==> src/design/lcdw_pkg.sv <==
`timescale 1ns / 1ps
// Shared types, constants and helpers for the LCD decimal field writer.
package lcdw_pkg;

    localparam int DISPLAY_COLUMNS_DEF = 16;
    localparam int VALUE_BITS_DEF      = 32;
    localparam int MAX_DIGITS          = 10;
    localparam int ND_W                = $clog2(MAX_DIGITS + 1);
    localparam int WIDTH_LIMIT         = 16;
    localparam int OFF_W               = 6;
    localparam int QUEUE_DEPTH         = 2;

    localparam logic [1:0] MODE_RIGHT = 2'd0;
    localparam logic [1:0] MODE_ZERO  = 2'd1;
    localparam logic [1:0] MODE_LEFT  = 2'd2;

    localparam logic [7:0] ADDR_CMD   = 8'h80;
    localparam logic [7:0] ZERO_CHAR  = 8'h30;
    localparam logic [7:0] SPACE_CHAR = 8'h20;

    // floor(v / 10) == (v * RECIP_TEN) >> RECIP_SHIFT for every 32-bit v
    localparam logic [31:0] RECIP_TEN   = 32'hCCCC_CCCD;
    localparam int          RECIP_SHIFT = 35;

    typedef logic [3:0] digit_t;

    typedef struct packed {
        logic                          left_align;
        logic                          row_ok;
        logic [6:0]                    base;
        logic [OFF_W-1:0]              off;
        logic [ND_W-1:0]               num_digits;
        logic [4:0]                    num_pad;
        digit_t [MAX_DIGITS-1:0]       digits;
    } desc_t;

    function automatic logic [6:0] row_base(input logic [1:0] idx);
        logic [6:0] b;
        case (idx)
            2'd0:    b = 7'h00;
            2'd1:    b = 7'h40;
            2'd2:    b = 7'h10;
            default: b = 7'h50;
        endcase
        return b;
    endfunction

endpackage

==> src/design/lcdw_in_if.sv <==
`timescale 1ns / 1ps
// Request channel: one number with its placement per transaction.
interface lcdw_in_if;
    logic        valid;
    logic        ready;
    logic [1:0]  mode;
    logic [31:0] value;
    logic [4:0]  column;
    logic [2:0]  row;
    logic [4:0]  field_width;

    modport source (output valid, output mode, output value, output column, output row,
                    output field_width, input ready);
    modport sink   (input valid, input mode, input value, input column, input row,
                    input field_width, output ready);
endinterface

==> src/design/lcdw_out_if.sv <==
`timescale 1ns / 1ps
// LCD write channel: one instruction or data byte per transaction.
interface lcdw_out_if;
    logic       valid;
    logic       ready;
    logic       reg_select;
    logic [7:0] lcd_byte;
    logic       last;

    modport source (output valid, output reg_select, output lcd_byte, output last,
                    input ready);
    modport sink   (input valid, input reg_select, input lcd_byte, input last,
                    output ready);
endinterface

==> src/design/lcdw_front.sv <==
`timescale 1ns / 1ps
// Front end: accepts a request, extracts decimal digits, builds a write descriptor.
module lcdw_front #(
    parameter int VALUE_BITS      = lcdw_pkg::VALUE_BITS_DEF,
    parameter int DISPLAY_COLUMNS = lcdw_pkg::DISPLAY_COLUMNS_DEF
) (
    input  logic            clk,
    input  logic            rst_n,
    lcdw_in_if.sink         request,
    output logic            push,
    output lcdw_pkg::desc_t push_desc,
    input  logic            full
);

    localparam int PROD_W     = VALUE_BITS + 32;
    localparam int MAX_START  = 31 + lcdw_pkg::WIDTH_LIMIT - 2;
    localparam int WRAP_STEPS = MAX_START / DISPLAY_COLUMNS;
    localparam logic [7:0] COLS8 = 8'(DISPLAY_COLUMNS);

    typedef enum logic [1:0] {S_IDLE, S_MUL, S_DIV, S_PUSH} state_t;

    state_t                                  state_reg;
    logic [lcdw_pkg::ND_W-1:0]               nd_reg;
    logic [1:0]                              mode_reg;
    logic [4:0]                              column_reg;
    logic [2:0]                              row_reg;
    logic [4:0]                              width_reg;
    logic [VALUE_BITS-1:0]                   v_reg;
    logic [PROD_W-1:0]                       prod_reg;
    lcdw_pkg::digit_t [lcdw_pkg::MAX_DIGITS-1:0] digits_reg;

    logic [PROD_W-1:0]       q_wide;
    logic [VALUE_BITS-1:0]   q;
    logic [VALUE_BITS+3:0]   q_times_ten;
    logic [VALUE_BITS+3:0]   rem_wide;
    logic                    accept;
    logic                    mode_ok;
    logic signed [7:0]       col_s;
    logic signed [7:0]       wid_s;
    logic signed [7:0]       start_m1;
    logic [7:0]              start_wrap;

    function automatic logic [7:0] wrap_cols(input logic signed [7:0] x);
        logic [7:0] y;
        y = x;
        if (x < 0)
            y = y + COLS8;
        for (int i = 0; i < WRAP_STEPS; i++)
        begin
            if (y >= COLS8)
                y = y - COLS8;
        end
        return y;
    endfunction

    assign request.ready = (state_reg == S_IDLE);
    assign accept        = request.valid && request.ready;
    assign mode_ok       = (request.mode == lcdw_pkg::MODE_RIGHT) ||
                           (request.mode == lcdw_pkg::MODE_ZERO)  ||
                           (request.mode == lcdw_pkg::MODE_LEFT);

    assign q_wide      = prod_reg >> lcdw_pkg::RECIP_SHIFT;
    assign q           = q_wide[VALUE_BITS-1:0];
    assign q_times_ten = ({4'b0, q} << 3) + ({4'b0, q} << 1);
    assign rem_wide    = {4'b0, v_reg} - q_times_ten;

    always_ff @(posedge clk or negedge rst_n)
    begin
        if (!rst_n)
        begin
            state_reg <= S_IDLE;
            nd_reg    <= '0;
        end
        else
        begin
            case (state_reg)
                S_IDLE:
                begin
                    if (accept && mode_ok)
                    begin
                        state_reg <= S_MUL;
                        nd_reg    <= '0;
                    end
                end
                S_MUL:
                    state_reg <= S_DIV;
                S_DIV:
                begin
                    nd_reg <= nd_reg + 1'b1;
                    if (q == '0 || nd_reg == lcdw_pkg::ND_W'(lcdw_pkg::MAX_DIGITS - 1))
                        state_reg <= S_PUSH;
                    else
                        state_reg <= S_MUL;
                end
                S_PUSH:
                begin
                    if (!full)
                        state_reg <= S_IDLE;
                end
                default:
                    state_reg <= S_IDLE;
            endcase
        end
    end

    always_ff @(posedge clk)
    begin
        if (accept)
        begin
            mode_reg   <= request.mode;
            column_reg <= request.column;
            row_reg    <= request.row;
            width_reg  <= (request.field_width > 5'(lcdw_pkg::WIDTH_LIMIT)) ?
                          5'(lcdw_pkg::WIDTH_LIMIT) : request.field_width;
            v_reg      <= request.value[VALUE_BITS-1:0];
        end
        else if (state_reg == S_MUL)
            prod_reg <= PROD_W'(v_reg) * PROD_W'(lcdw_pkg::RECIP_TEN);
        else if (state_reg == S_DIV)
        begin
            digits_reg[nd_reg] <= rem_wide[3:0];
            v_reg              <= q;
        end
    end

    // descriptor
    assign col_s      = signed'({3'b0, column_reg});
    assign wid_s      = signed'({3'b0, width_reg});
    assign start_m1   = (mode_reg == lcdw_pkg::MODE_ZERO) ? col_s + wid_s - 8'sd2
                                                          : col_s - 8'sd1;
    assign start_wrap = wrap_cols(start_m1);

    always_comb
    begin
        push_desc.left_align = (mode_reg == lcdw_pkg::MODE_LEFT);
        push_desc.row_ok     = (row_reg >= 3'd1) && (row_reg <= 3'd4);
        push_desc.base       = lcdw_pkg::row_base(2'(row_reg - 3'd1));
        push_desc.off        = start_wrap[lcdw_pkg::OFF_W-1:0];
        push_desc.num_digits = nd_reg;
        push_desc.num_pad    = (mode_reg != lcdw_pkg::MODE_RIGHT &&
                                width_reg > 5'(nd_reg)) ? width_reg - 5'(nd_reg) : 5'd0;
        push_desc.digits     = digits_reg;
    end

    assign push = (state_reg == S_PUSH) && !full;

    a_digit_bound: assert property (@(posedge clk) disable iff (!rst_n)
        state_reg == S_DIV |-> nd_reg < lcdw_pkg::ND_W'(lcdw_pkg::MAX_DIGITS))
        else $error("digit count overran");
    a_push_digits: assert property (@(posedge clk) disable iff (!rst_n)
        push |-> (nd_reg != '0 && nd_reg <= lcdw_pkg::ND_W'(lcdw_pkg::MAX_DIGITS)))
        else $error("descriptor queued with bad digit count");
    a_busy_after_accept: assert property (@(posedge clk) disable iff (!rst_n)
        (accept && mode_ok) |=> !request.ready)
        else $error("front took a request while extracting");

endmodule

==> src/design/lcdw_queue.sv <==
`timescale 1ns / 1ps
// Descriptor queue between front end and write sequencer.
module lcdw_queue (
    input  logic            clk,
    input  logic            rst_n,
    input  logic            push,
    input  lcdw_pkg::desc_t push_desc,
    output logic            full,
    input  logic            pop,
    output lcdw_pkg::desc_t head,
    output logic            avail
);

    localparam int DEPTH = lcdw_pkg::QUEUE_DEPTH;
    localparam int PTR_W = (DEPTH > 1) ? $clog2(DEPTH) : 1;
    localparam int CNT_W = $clog2(DEPTH + 1);

    lcdw_pkg::desc_t  mem_reg [DEPTH];
    logic [PTR_W-1:0] wr_ptr_reg;
    logic [PTR_W-1:0] rd_ptr_reg;
    logic [CNT_W-1:0] count_reg;

    assign full  = (count_reg == CNT_W'(DEPTH));
    assign avail = (count_reg != '0);
    assign head  = mem_reg[rd_ptr_reg];

    always_ff @(posedge clk or negedge rst_n)
    begin
        if (!rst_n)
        begin
            wr_ptr_reg <= '0;
            rd_ptr_reg <= '0;
            count_reg  <= '0;
        end
        else
        begin
            if (push)
                wr_ptr_reg <= (wr_ptr_reg == PTR_W'(DEPTH - 1)) ? '0 : wr_ptr_reg + 1'b1;
            if (pop)
                rd_ptr_reg <= (rd_ptr_reg == PTR_W'(DEPTH - 1)) ? '0 : rd_ptr_reg + 1'b1;
            if (push && !pop)
                count_reg <= count_reg + 1'b1;
            else if (pop && !push)
                count_reg <= count_reg - 1'b1;
        end
    end

    always_ff @(posedge clk)
    begin
        if (push)
            mem_reg[wr_ptr_reg] <= push_desc;
    end

    a_no_overflow: assert property (@(posedge clk) disable iff (!rst_n) push |-> !full)
        else $error("push into full queue");
    a_no_underflow: assert property (@(posedge clk) disable iff (!rst_n) pop |-> avail)
        else $error("pop from empty queue");
    a_count_bound: assert property (@(posedge clk) disable iff (!rst_n)
        count_reg <= CNT_W'(DEPTH))
        else $error("queue count out of range");

endmodule

==> src/design/lcdw_back.sv <==
`timescale 1ns / 1ps
// Back end: walks a descriptor and issues address commands and characters.
module lcdw_back #(
    parameter int DISPLAY_COLUMNS = lcdw_pkg::DISPLAY_COLUMNS_DEF
) (
    input  logic            clk,
    input  logic            rst_n,
    input  logic            avail,
    input  lcdw_pkg::desc_t head,
    output logic            pop,
    lcdw_out_if.source      lcd_wr
);

    localparam logic [lcdw_pkg::OFF_W-1:0] OFF_MAX = lcdw_pkg::OFF_W'(DISPLAY_COLUMNS - 1);

    logic                          active_reg;
    logic [4:0]                    k_reg;
    logic                          addr_phase_reg;
    logic                          out_valid_reg;
    lcdw_pkg::desc_t               desc_reg;
    logic [lcdw_pkg::OFF_W-1:0]    off_reg;
    logic                          rs_reg;
    logic [7:0]                    byte_reg;
    logic                          last_reg;

    logic                          slot_free;
    logic                          step;
    logic [4:0]                    total;
    logic                          is_digit;
    logic                          emit_addr;
    logic                          is_final;
    logic [lcdw_pkg::ND_W-1:0]     dig_idx;
    lcdw_pkg::digit_t              digit;
    logic [7:0]                    ch;
    logic [7:0]                    addr_byte;
    logic [lcdw_pkg::OFF_W-1:0]    off_step;

    assign slot_free = !out_valid_reg || lcd_wr.ready;
    assign step      = active_reg && slot_free;
    assign pop       = !active_reg && avail;

    assign total     = 5'(desc_reg.num_digits) + desc_reg.num_pad;
    assign is_digit  = k_reg < 5'(desc_reg.num_digits);
    assign emit_addr = addr_phase_reg && desc_reg.row_ok && (is_digit || !desc_reg.left_align);
    assign is_final  = !emit_addr && (k_reg == total - 5'd1);

    assign dig_idx   = desc_reg.left_align ?
                       desc_reg.num_digits - 1'b1 - k_reg[lcdw_pkg::ND_W-1:0] :
                       k_reg[lcdw_pkg::ND_W-1:0];
    assign digit     = desc_reg.digits[dig_idx];
    assign ch        = is_digit ? (lcdw_pkg::ZERO_CHAR | {4'b0, digit}) :
                       (desc_reg.left_align ? lcdw_pkg::SPACE_CHAR : lcdw_pkg::ZERO_CHAR);
    assign addr_byte = lcdw_pkg::ADDR_CMD | {1'b0, desc_reg.base + 7'(off_reg)};

    always_comb
    begin
        if (desc_reg.left_align)
            off_step = (off_reg == OFF_MAX) ? '0 : off_reg + 1'b1;
        else
            off_step = (off_reg == '0) ? OFF_MAX : off_reg - 1'b1;
    end

    always_ff @(posedge clk or negedge rst_n)
    begin
        if (!rst_n)
        begin
            active_reg     <= 1'b0;
            k_reg          <= '0;
            addr_phase_reg <= 1'b1;
            out_valid_reg  <= 1'b0;
        end
        else
        begin
            if (pop)
            begin
                active_reg     <= 1'b1;
                k_reg          <= '0;
                addr_phase_reg <= 1'b1;
            end
            else if (step)
            begin
                if (emit_addr)
                    addr_phase_reg <= 1'b0;
                else
                begin
                    k_reg          <= k_reg + 1'b1;
                    addr_phase_reg <= 1'b1;
                    if (is_final)
                        active_reg <= 1'b0;
                end
            end

            if (step)
                out_valid_reg <= 1'b1;
            else if (lcd_wr.ready)
                out_valid_reg <= 1'b0;
        end
    end

    always_ff @(posedge clk)
    begin
        if (pop)
        begin
            desc_reg <= head;
            off_reg  <= head.off;
        end
        else if (step && !emit_addr)
            off_reg <= off_step;

        if (step)
        begin
            rs_reg   <= !emit_addr;
            byte_reg <= emit_addr ? addr_byte : ch;
            last_reg <= is_final;
        end
    end

    assign lcd_wr.valid      = out_valid_reg;
    assign lcd_wr.reg_select = rs_reg;
    assign lcd_wr.lcd_byte   = byte_reg;
    assign lcd_wr.last       = last_reg;

    a_index_bound: assert property (@(posedge clk) disable iff (!rst_n)
        active_reg |-> k_reg < total)
        else $error("character index past end of field");
    a_last_is_char: assert property (@(posedge clk) disable iff (!rst_n)
        (out_valid_reg && last_reg) |-> rs_reg)
        else $error("final write is not a character");
    a_cmd_has_msb: assert property (@(posedge clk) disable iff (!rst_n)
        (out_valid_reg && !rs_reg) |-> byte_reg[7])
        else $error("instruction byte is not a set-address command");

endmodule

==> src/design/lcd_decimal_field_writer_core.sv <==
`timescale 1ns / 1ps
// Top level of the LCD decimal field writer.
// Front: accepts a request, then per decimal digit a reciprocal multiply step and a remainder step,
//   then queues the descriptor, waiting while the queue is full (D = 1..10 digits); mode 3: no writes.
// Back: 1 LCD write per cycle from a registered output while writing a number and the receiver is
//   ready, 0 to 32 writes per number; the front extracts the next number while the back writes.
// Reset (rst_n low, asynchronous) idles both ends, empties the 2-entry queue, drops pending writes.
module lcd_decimal_field_writer_core #(
    parameter int DISPLAY_COLUMNS = lcdw_pkg::DISPLAY_COLUMNS_DEF,
    parameter int VALUE_BITS      = lcdw_pkg::VALUE_BITS_DEF
) (
    input  logic       clk,
    input  logic       rst_n,
    lcdw_in_if.sink    request,
    lcdw_out_if.source lcd_wr
);

    logic            push;
    logic            full;
    logic            pop;
    logic            avail;
    lcdw_pkg::desc_t push_desc;
    lcdw_pkg::desc_t head;

    lcdw_front #(
        .VALUE_BITS      (VALUE_BITS),
        .DISPLAY_COLUMNS (DISPLAY_COLUMNS)
    ) u_front (
        .clk       (clk),
        .rst_n     (rst_n),
        .request   (request),
        .push      (push),
        .push_desc (push_desc),
        .full      (full)
    );

    lcdw_queue u_queue (
        .clk       (clk),
        .rst_n     (rst_n),
        .push      (push),
        .push_desc (push_desc),
        .full      (full),
        .pop       (pop),
        .head      (head),
        .avail     (avail)
    );

    lcdw_back #(
        .DISPLAY_COLUMNS (DISPLAY_COLUMNS)
    ) u_back (
        .clk    (clk),
        .rst_n  (rst_n),
        .avail  (avail),
        .head   (head),
        .pop    (pop),
        .lcd_wr (lcd_wr)
    );

endmodule

==> src/flat_wrapper.sv <==
// flat-port wrapper written by rule: the top's interface ports become plain ports
module lcd_decimal_field_writer_core_flat 
#(
    parameter int DISPLAY_COLUMNS = lcdw_pkg::DISPLAY_COLUMNS_DEF,
    parameter int VALUE_BITS      = lcdw_pkg::VALUE_BITS_DEF
)
  (clk, rst_n, request_valid, request_mode, request_value, request_column, request_row, request_field_width, request_ready, lcd_wr_valid, lcd_wr_reg_select, lcd_wr_lcd_byte, lcd_wr_last, lcd_wr_ready);
  lcdw_in_if request_i ();
  lcdw_out_if lcd_wr_i ();
  input  logic clk;
  input  logic rst_n;
  input wire logic [$bits(request_i.valid)-1:0] request_valid;
  input wire logic [$bits(request_i.mode)-1:0] request_mode;
  input wire logic [$bits(request_i.value)-1:0] request_value;
  input wire logic [$bits(request_i.column)-1:0] request_column;
  input wire logic [$bits(request_i.row)-1:0] request_row;
  input wire logic [$bits(request_i.field_width)-1:0] request_field_width;
  output wire logic [$bits(request_i.ready)-1:0] request_ready;
  output wire logic [$bits(lcd_wr_i.valid)-1:0] lcd_wr_valid;
  output wire logic [$bits(lcd_wr_i.reg_select)-1:0] lcd_wr_reg_select;
  output wire logic [$bits(lcd_wr_i.lcd_byte)-1:0] lcd_wr_lcd_byte;
  output wire logic [$bits(lcd_wr_i.last)-1:0] lcd_wr_last;
  input wire logic [$bits(lcd_wr_i.ready)-1:0] lcd_wr_ready;
  assign request_i.valid = request_valid;
  assign request_i.mode = request_mode;
  assign request_i.value = request_value;
  assign request_i.column = request_column;
  assign request_i.row = request_row;
  assign request_i.field_width = request_field_width;
  assign request_ready = request_i.ready;
  assign lcd_wr_valid = lcd_wr_i.valid;
  assign lcd_wr_reg_select = lcd_wr_i.reg_select;
  assign lcd_wr_lcd_byte = lcd_wr_i.lcd_byte;
  assign lcd_wr_last = lcd_wr_i.last;
  assign lcd_wr_i.ready = lcd_wr_ready;
  lcd_decimal_field_writer_core #(.DISPLAY_COLUMNS(DISPLAY_COLUMNS), .VALUE_BITS(VALUE_BITS)) u_core (.clk(clk), .rst_n(rst_n), .request(request_i), .lcd_wr(lcd_wr_i));
endmodule
==> config.mk <==
export PLATFORM = sky130hd
export DESIGN_NAME = lcd_decimal_field_writer_core_flat
export DESIGN_NICKNAME = d
export VERILOG_FILES = /design/src/design/lcdw_pkg.sv /design/src/design/lcdw_in_if.sv /design/src/design/lcdw_out_if.sv /design/src/design/lcdw_front.sv /design/src/design/lcdw_queue.sv /design/src/design/lcdw_back.sv /design/src/design/lcd_decimal_field_writer_core.sv /design/src/flat_wrapper.sv
export SDC_FILE = /design/constraint.sdc
export NUM_CORES = 1
export LEC_CHECK = 0
export BUFFER_PORTS_ARGS = -buffer_cell sky130_fd_sc_hd__buf_2
export CAP_MARGIN = 10
export CORE_UTILIZATION = 60
export CTS_CLUSTER_DIAMETER = 100
export CTS_CLUSTER_SIZE = 16
export DETAILED_ROUTE_END_ITERATION = 10
export GPL_TIMING_DRIVEN = 0
export PLACE_DENSITY_LB_ADDON = 0.05
export SLEW_MARGIN = 5
export SYNTH_ARGS = -nofsm -noshare
export SYNTH_HDL_FRONTEND = slang
export SYNTH_SLANG_ARGS = --single-unit
==> constraint.sdc <==
create_clock -name clk -period 9.45 [get_ports clk]
set_input_delay 1.4175 -clock clk [delete_from_list [all_inputs] [get_ports clk]]
set_output_delay 1.4175 -clock clk [all_outputs]
set_load 0.01 [all_outputs]
==> results.md, run 1 <==
- Post-Route WL: 78200 µm
- Asr flop ratio synth: 5.61%
- Top_reg_cell synth: edfxtp_1
- Post-synth EDFFs: 303
- Hold depth: 0
- Fill count: 4020
- Global-route wire length before repair: 119000 µm
- CP max stage cell: nor4_1
- Worst r2r dst: u_core.u_front.prod_reg[51]$_DFFE_PP_
- Die ar.: 51500 µm²
- Clock Sink Count: 321
- Gr ovfl total: 0
- Crit path depth: 22
- CTS tree: built
- Syn Area/Cell: 11.9 µm²
- Fmax: 0.122 GHz
- Reg area: 9550 µm²
- Hold Vio Cnt, Final: 0
- Worst Tran Pin Value: 1.23 ns
- Worst r2r path cells: 22
- Crit Path Category: flop to flop
- Tmin final: 8.17 ns
- Layout cells sized above 1: 8.98%
- Area contributors post-synth: edfxtp_1 (30%), fa_1 (26%), ha_1 (16%), inv_1 (7.6%), mux2_2 (3.2%)
- Crit path required time: 9.76 ns
- GPL Wtd Cong: 0.988
- YS warnings: 0
- Synth-to-Final Area Change: 6.79%
- Vias per inst: 5.66
- Setup violations, final: 0
- Critical Path End Type: flop
- IO buf count: 62
- Critical path, cell by cell: ha_1 -> xor2_1 -> ha_1 -> or2_2 -> fa_1 -> fa_1 -> fa_1 -> fa_1 -> fa_1 -> inv_1 -> fa_1 -> inv_1 -> ha_1 -> nand4_2 -> nor4_1 -> a32oi_1 -> o2111ai_1 -> o31a_1 -> o21ai_0 -> nor2b_1 -> a31oi_1 -> xnor2_1
- Max Buffers Root-to-Sink: 3
- Clock transition at path regs: 0.07 ns
- Mapped Nets: 3383
- CTS H-tree depth: 1
- Distinct cells, synth: 78
- Syn Inst Count: 2544
- Vias in the first global route: 19700
- Root buf cell: clkbuf_16
- Crit path from: u_core.u_front.v_reg[2]$_DFFE_PP_
- Final Util: 64.7%
- Multi-input logic area: 18400 µm²
- Hold/Removal Path Class: flop to flop
- CP delay by family, top: adder cells
- # rows: 82
- Number of antenna violations at the first check in global routing: 1
- Max-slew violation count: 0
- Hold slack: 0.445 ns
- GRT Total Usage: 31.9%
- R2R setup slack: 1.28 ns
- Crit path launch type: flop
- Crit path buffers/inverters: 2
- Yosys reg bits: 321
- Crit path capture: u_core.u_front.prod_reg[51]$_DFFE_PP_
- Normalized max-slew margin: 17.1%
- Clk Latency, worst-skew pair: 0.58 ns
- Routed len/inst: 23.5 µm
- Setup TNS: 0 ns
- First drt pass iteration count: 6
- Detailed Place HPWL: 65900 µm
- Post-Layout Cell Count: 3324
- # DRC: 0
- CP arrival: 8.48 ns
- Launch point of the worst reg-to-reg path: u_core.u_front.v_reg[2]$_DFFE_PP_
- RSZ-0062 raised after global routing: no
- Nets: 3479
- CTS Buf Count: 25
- Drt initial violations: 1385
- Share of the synthesized area in the top cell type: 30.0%
- CORE AREA: 50100 µm²
- Number of flip-flops in the largest register: 118
- Cell taking the most area after synthesis: edfxtp_1
- CTS Hold Buffers Added: 0
- Placed cells: 3285
- CP Max Fanout: 8
- Antenna Violating Nets Remaining: 0
- Largest net degree at the start of global routing: 56
- Slowest stage delay, CP: 0.75 ns
- Post-Syn Area: 30300 µm²
- Post-synthesis sequential area ratio: 31.5%
- Post-CTS sizing: 0
- Clock skew: 0.0135 ns
- Initial Util: 60.6%
- # Max-Cap Violations: 0
- Die height: 227 µm
- # IOs: 63
- Fin crit share: 86.4%
- Via count: 18800
- Post-CTS setup buffer count: 0
- Die Wd: 227 µm
- Crit path top cell by count: fa_1
- Status: finished clean
-- cell usage after synthesis (38+ instances only) --
cell,number
edfxtp_1,303
nand2_1,80
xor2_1,49
ha_1,397
fa_1,391
a21o_1,38
inv_1,615
xnor2_1,67
a21oi_1,82
o21ai_0,43
mux2_2,86
nor2_1,60
-- worst register-to-register path, delay by kind of cell (launching register included) --
family	cells	cell delay, ns
flip-flops	1	0.66
adder cells (fa/ha/maj)	9	4.37
AND/OR/NAND/NOR	4	1.53
AO/OA/AOI/OAI	5	0.79
buffers and inverters	2	0.13
XOR/XNOR	2	0.44
-- worst min-delay path by stage --
stage | from | endpoint | slack (ns)
3_3_place_gp | u_core.u_front.push_desc[26]$_DFFE_PP_ | u_core.u_queue.mem_reg[1][26]$_DFFE_PP_ | 0.42
3_5_place_dp | u_core.u_front.push_desc[12]$_DFFE_PP_ | u_core.u_queue.mem_reg[0][12]$_DFFE_PP_ | 0.43
4_1_cts | u_core.u_front.push_desc[12]$_DFFE_PP_ | u_core.u_queue.mem_reg[0][12]$_DFFE_PP_ | 0.45
2_1_floorplan | u_core.u_front.push_desc[0]$_DFFE_PP_ | u_core.u_queue.mem_reg[0][0]$_DFFE_PP_ | 0.42
6_report | u_core.u_front.push_desc[18]$_DFFE_PP_ | u_core.u_queue.mem_reg[0][18]$_DFFE_PP_ | 0.45
5_1_grt | u_core.u_front.push_desc[12]$_DFFE_PP_ | u_core.u_queue.mem_reg[0][12]$_DFFE_PP_ | 0.45
-- cells by family after synthesis --
| family | after synthesis | share of synthesized area, % |
|---|---|---|
| adders and majority gates | 788 | 42.2 |
| AOI/OAI and AO/OA | 261 | 5.68 |
| muxes | 111 | 4.35 |
| buffers and inverters | 651 | 8.11 |
| xor gates and xnor gates | 116 | 3.35 |
| and+or+nand+nor | 296 | 4.88 |
| DFF | 321 | 31.5 |
-- stage by stage --
step / cell area, µm² / setup slack (ns)
floorplan: 30300 / 2.71
global placement: 31500 / 1.51
detailed placement: 31700 / 1.42
CTS: 32400 / 1.42
global route: 32400 / 1.03
finish: 32400 / 1.28
-- metal layers --
layer | GRT usage (%) | vias to the layer above | part of all wire [%] | routed length [µm]
met5 | 0 | - | 0 | 0
li1 | - | 8529 | - | -
met2 | 50.5 | 573 | 46 | 36200
met3 | 4.74 | 128 | 6.4 | 5040
met4 | 11.0 | 0 | 4.0 | 3110
met1 | 45.2 | 9588 | 43 | 33900
-- final cells by class --
class                      instances  share of cell area, %
timing repair buffer              69                   1.36
clock buffer                      32                   2.01
tap                              672                   2.59
multi-input combinational       1572                   56.7
buffer                            35                  0.479
sequential                       321                   29.5
inverter                         616                   7.14
antenna                            2                 0.0154
clock inverter                     5                  0.259
-- cells in the final DEF, fill, tap and decap left out, types with 16 or more instances in the layout --
cell type  netlist  layout
a21oi_1         82      82
mux2_2          86      86
edfxtp_1       303     303
xor2_1          49      49
and2_1          18      17
clkbuf_16        0      25
nand2_1         80      80
fa_1           391     391
buf_2            4      67
nor2_1          60      58
nand3_1         20      20
nand4_1         24      24
nor2b_1         19      18
xnor2_1         67      66
ha_1           397     397
o21ai_0         43      43
dfrtp_1         17      17
a21o_1          38      38
mux2i_1         16      16
clkbuf_1        19      25
inv_1          615     615
nor3_1          23      23
Power of run 1 is not shown: default switching activity piles up to over one toggle a cycle in this logic, so the estimate is an artifact.
==> inputs of run 2 (changes only) <==
--- a/config.mk
+++ b/config.mk
@@ -5,15 +5,15 @@
 export SDC_FILE = /design/constraint.sdc
 export NUM_CORES = 1
 export LEC_CHECK = 0
-export BUFFER_PORTS_ARGS = -buffer_cell sky130_fd_sc_hd__buf_2
 export CAP_MARGIN = 10
 export CORE_UTILIZATION = 60
 export CTS_CLUSTER_DIAMETER = 100
 export CTS_CLUSTER_SIZE = 16
 export DETAILED_ROUTE_END_ITERATION = 10
+export DONT_BUFFER_PORTS = 1
 export GPL_TIMING_DRIVEN = 0
 export PLACE_DENSITY_LB_ADDON = 0.05
-export SLEW_MARGIN = 5
+export SLEW_MARGIN = 20
 export SYNTH_ARGS = -nofsm -noshare
 export SYNTH_HDL_FRONTEND = slang
 export SYNTH_SLANG_ARGS = --single-unit
==> constraint.sdc (replaced) <==
create_clock -name clk -period 9.45 [get_ports clk]
set_input_delay 1.4175 -clock clk [delete_from_list [all_inputs] [get_ports clk]]
set_output_delay 1.4175 -clock clk [all_outputs]
set_load 0.05 [all_outputs]
==> results.md, run 2 (synthesis results as in run 1) <==
- RSZ-0062 raised after global routing: no
- # rows: 82
- Drt initial violations: 1299
- Hold endpoint: u_core.u_queue.mem_reg[0][33]$_DFFE_PP_
- Clk Latency, worst-skew pair: 0.59 ns
- Global-route wire length before repair: 118000 µm
- Gr ovfl total: 0
- Fin crit share: 86.5%
- Nets: 3419
- Hold Vio Cnt, Final: 0
- Die ar.: 51500 µm²
- Clock Sink Count: 321
- Worst r2r dst: u_core.u_front.prod_reg[63]$_DFFE_PP_
- CORE AREA: 50100 µm²
- Tmin final: 8.17 ns
- CTS tree: built
- CP Max Fanout: 8
- Placed cells: 3224
- Crit Path Category: flop to flop
- Post-CTS sizing: 0
- Worst r2r path cells: 22
- Via count: 18600
- Hold_sp: u_core.u_front.push_desc[33]$_DFFE_PP_
- Post-Route WL: 78200 µm
- CP arrival: 8.51 ns
- R2R setup slack: 1.28 ns
- # DRC: 0
- GRT Total Usage: 31.8%
- # Max-Cap Violations: 0
- Clock transition at path regs: 0.07 ns
- Number of flip-flops in the largest register: 118
- Crit path launch type: flop
- Root buf cell: clkbuf_16
- Setup violations, final: 0
- Fmax: 0.122 GHz
- Post-Layout Cell Count: 3274
- Initial Util: 60.6%
- First drt pass iteration count: 6
- Normalized max-slew margin: 39.5%
- Vias in the first global route: 19500
- Worst Tran Pin Value: 0.890 ns
- Synth-to-Final Area Change: 6.14%
- Routed len/inst: 23.9 µm
- Commonest non-fill, non-tap cell in the layout: inv_1
- Critical Path End Type: flop
- Detailed Place HPWL: 65600 µm
- Max-slew violation count: 0
- Vias per inst: 5.68
- CTS H-tree depth: 1
- Hold depth: 0
- CTS Buf Count: 26
- Antenna Violating Nets Remaining: 0
- # IOs: 63
- Hold/Removal Path Class: flop to flop
- Die Wd: 227 µm
- GPL Wtd Cong: 1.01
- Post-CTS setup buffer count: 0
- Most frequent cells in the layout: inv_1 (615), ha_1 (397), fa_1 (391)
- Setup TNS: 0 ns
- Launch point of the worst reg-to-reg path: u_core.u_front.v_reg[2]$_DFFE_PP_
- Die height: 227 µm
- IO buf count: 0
- Post-placement cell area: 31400 µm²
- Clock skew: 0.0138 ns
- Layout cells sized above 1: 7.04%
- Number of antenna violations at the first check in global routing: 3
- Status: finished clean
- Max Buffers Root-to-Sink: 3
- Largest net degree at the start of global routing: 48
- CTS Hold Buffers Added: 0
- Crit path required time: 9.78 ns
- Fin area: 32200 µm²
run 2: cell count changes in the layout (fill, tap and decap cells not counted), sizes merged:
cell and change:
buf -61, clkbuf +10, clkinv +3, bufinv -1, inv -1
run 2: area by class of cell:
cell class / instances / area, µm²
Antenna cell: 2 / 5.00
Buffer: 35 / 155
Clock buffer: 42 / 711
Clock inverter: 6 / 77.6
Fill cell: 3949 / 17900
Inverter: 616 / 2310
Multi-Input combinational cell: 1572 / 18400
Sequential cell: 321 / 9550
Tap cell: 672 / 841
Timing Repair Buffer: 8 / 169
run 2: how the worst max path moves through the flow:
stage | cells past startpoint | slack (ns) | endpoint | from
6_report | 22 | 1.28 | u_core.u_front.prod_reg[63]$_DFFE_PP_ | u_core.u_front.v_reg[2]$_DFFE_PP_
4_1_cts | 22 | 1.45 | u_core.u_front.prod_reg[63]$_DFFE_PP_ | u_core.u_front.v_reg[2]$_DFFE_PP_
2_1_floorplan | 24 | 2.71 | u_core.u_front.prod_reg[62]$_DFFE_PP_ | u_core.u_front.v_reg[18]$_DFFE_PP_
3_5_place_dp | 22 | 1.43 | u_core.u_front.prod_reg[63]$_DFFE_PP_ | u_core.u_front.v_reg[2]$_DFFE_PP_
5_1_grt | 22 | 1.12 | u_core.u_front.prod_reg[51]$_DFFE_PP_ | u_core.u_front.v_reg[2]$_DFFE_PP_
3_3_place_gp | 22 | 1.52 | u_core.u_front.prod_reg[51]$_DFFE_PP_ | u_core.u_front.v_reg[2]$_DFFE_PP_
run 2: worst max-delay path: stages (launching register included):
cell,delay (ns)
edfxtp_1,0.67
ha_1,0.68
xor2_1,0.28
ha_1,0.32
or2_2,0.33
fa_1,0.49
fa_1,0.63
fa_1,0.48
fa_1,0.47
fa_1,0.51
inv_1,0.06
fa_1,0.47
inv_1,0.09
ha_1,0.35
nand4_2,0.18
nor4_1,0.72
a32oi_1,0.12
o2111ai_1,0.25
o31a_1,0.19
o211a_1,0.24
o21ai_2,0.10
o21ai_1,0.17
xnor2_1,0.09
run 2: per-layer routing:
metal / GRT usage [%] / wire [µm] / vias to the layer above
met5: 0 / 27 / -
met4: 12.3 / 3340 / 4
met3: 6.00 / 5710 / 154
met2: 49.2 / 35600 / 620
met1: 44.6 / 33500 / 9410
li1: - / - / 8419
run 2: through the flow:
stage / worst slack, ns / hold WS (ns) / util [%]
after floorplan: 2.71 / 0.421 / -
after global placement: 1.52 / 0.422 / 62.3
after detailed placement: 1.43 / 0.429 / 62.7
after CTS: 1.45 / 0.434 / 64.3
after global routing: 1.12 / 0.451 / 64.3
final: 1.28 / 0.442 / 64.3
Power of run 2 is left out for the same reason.
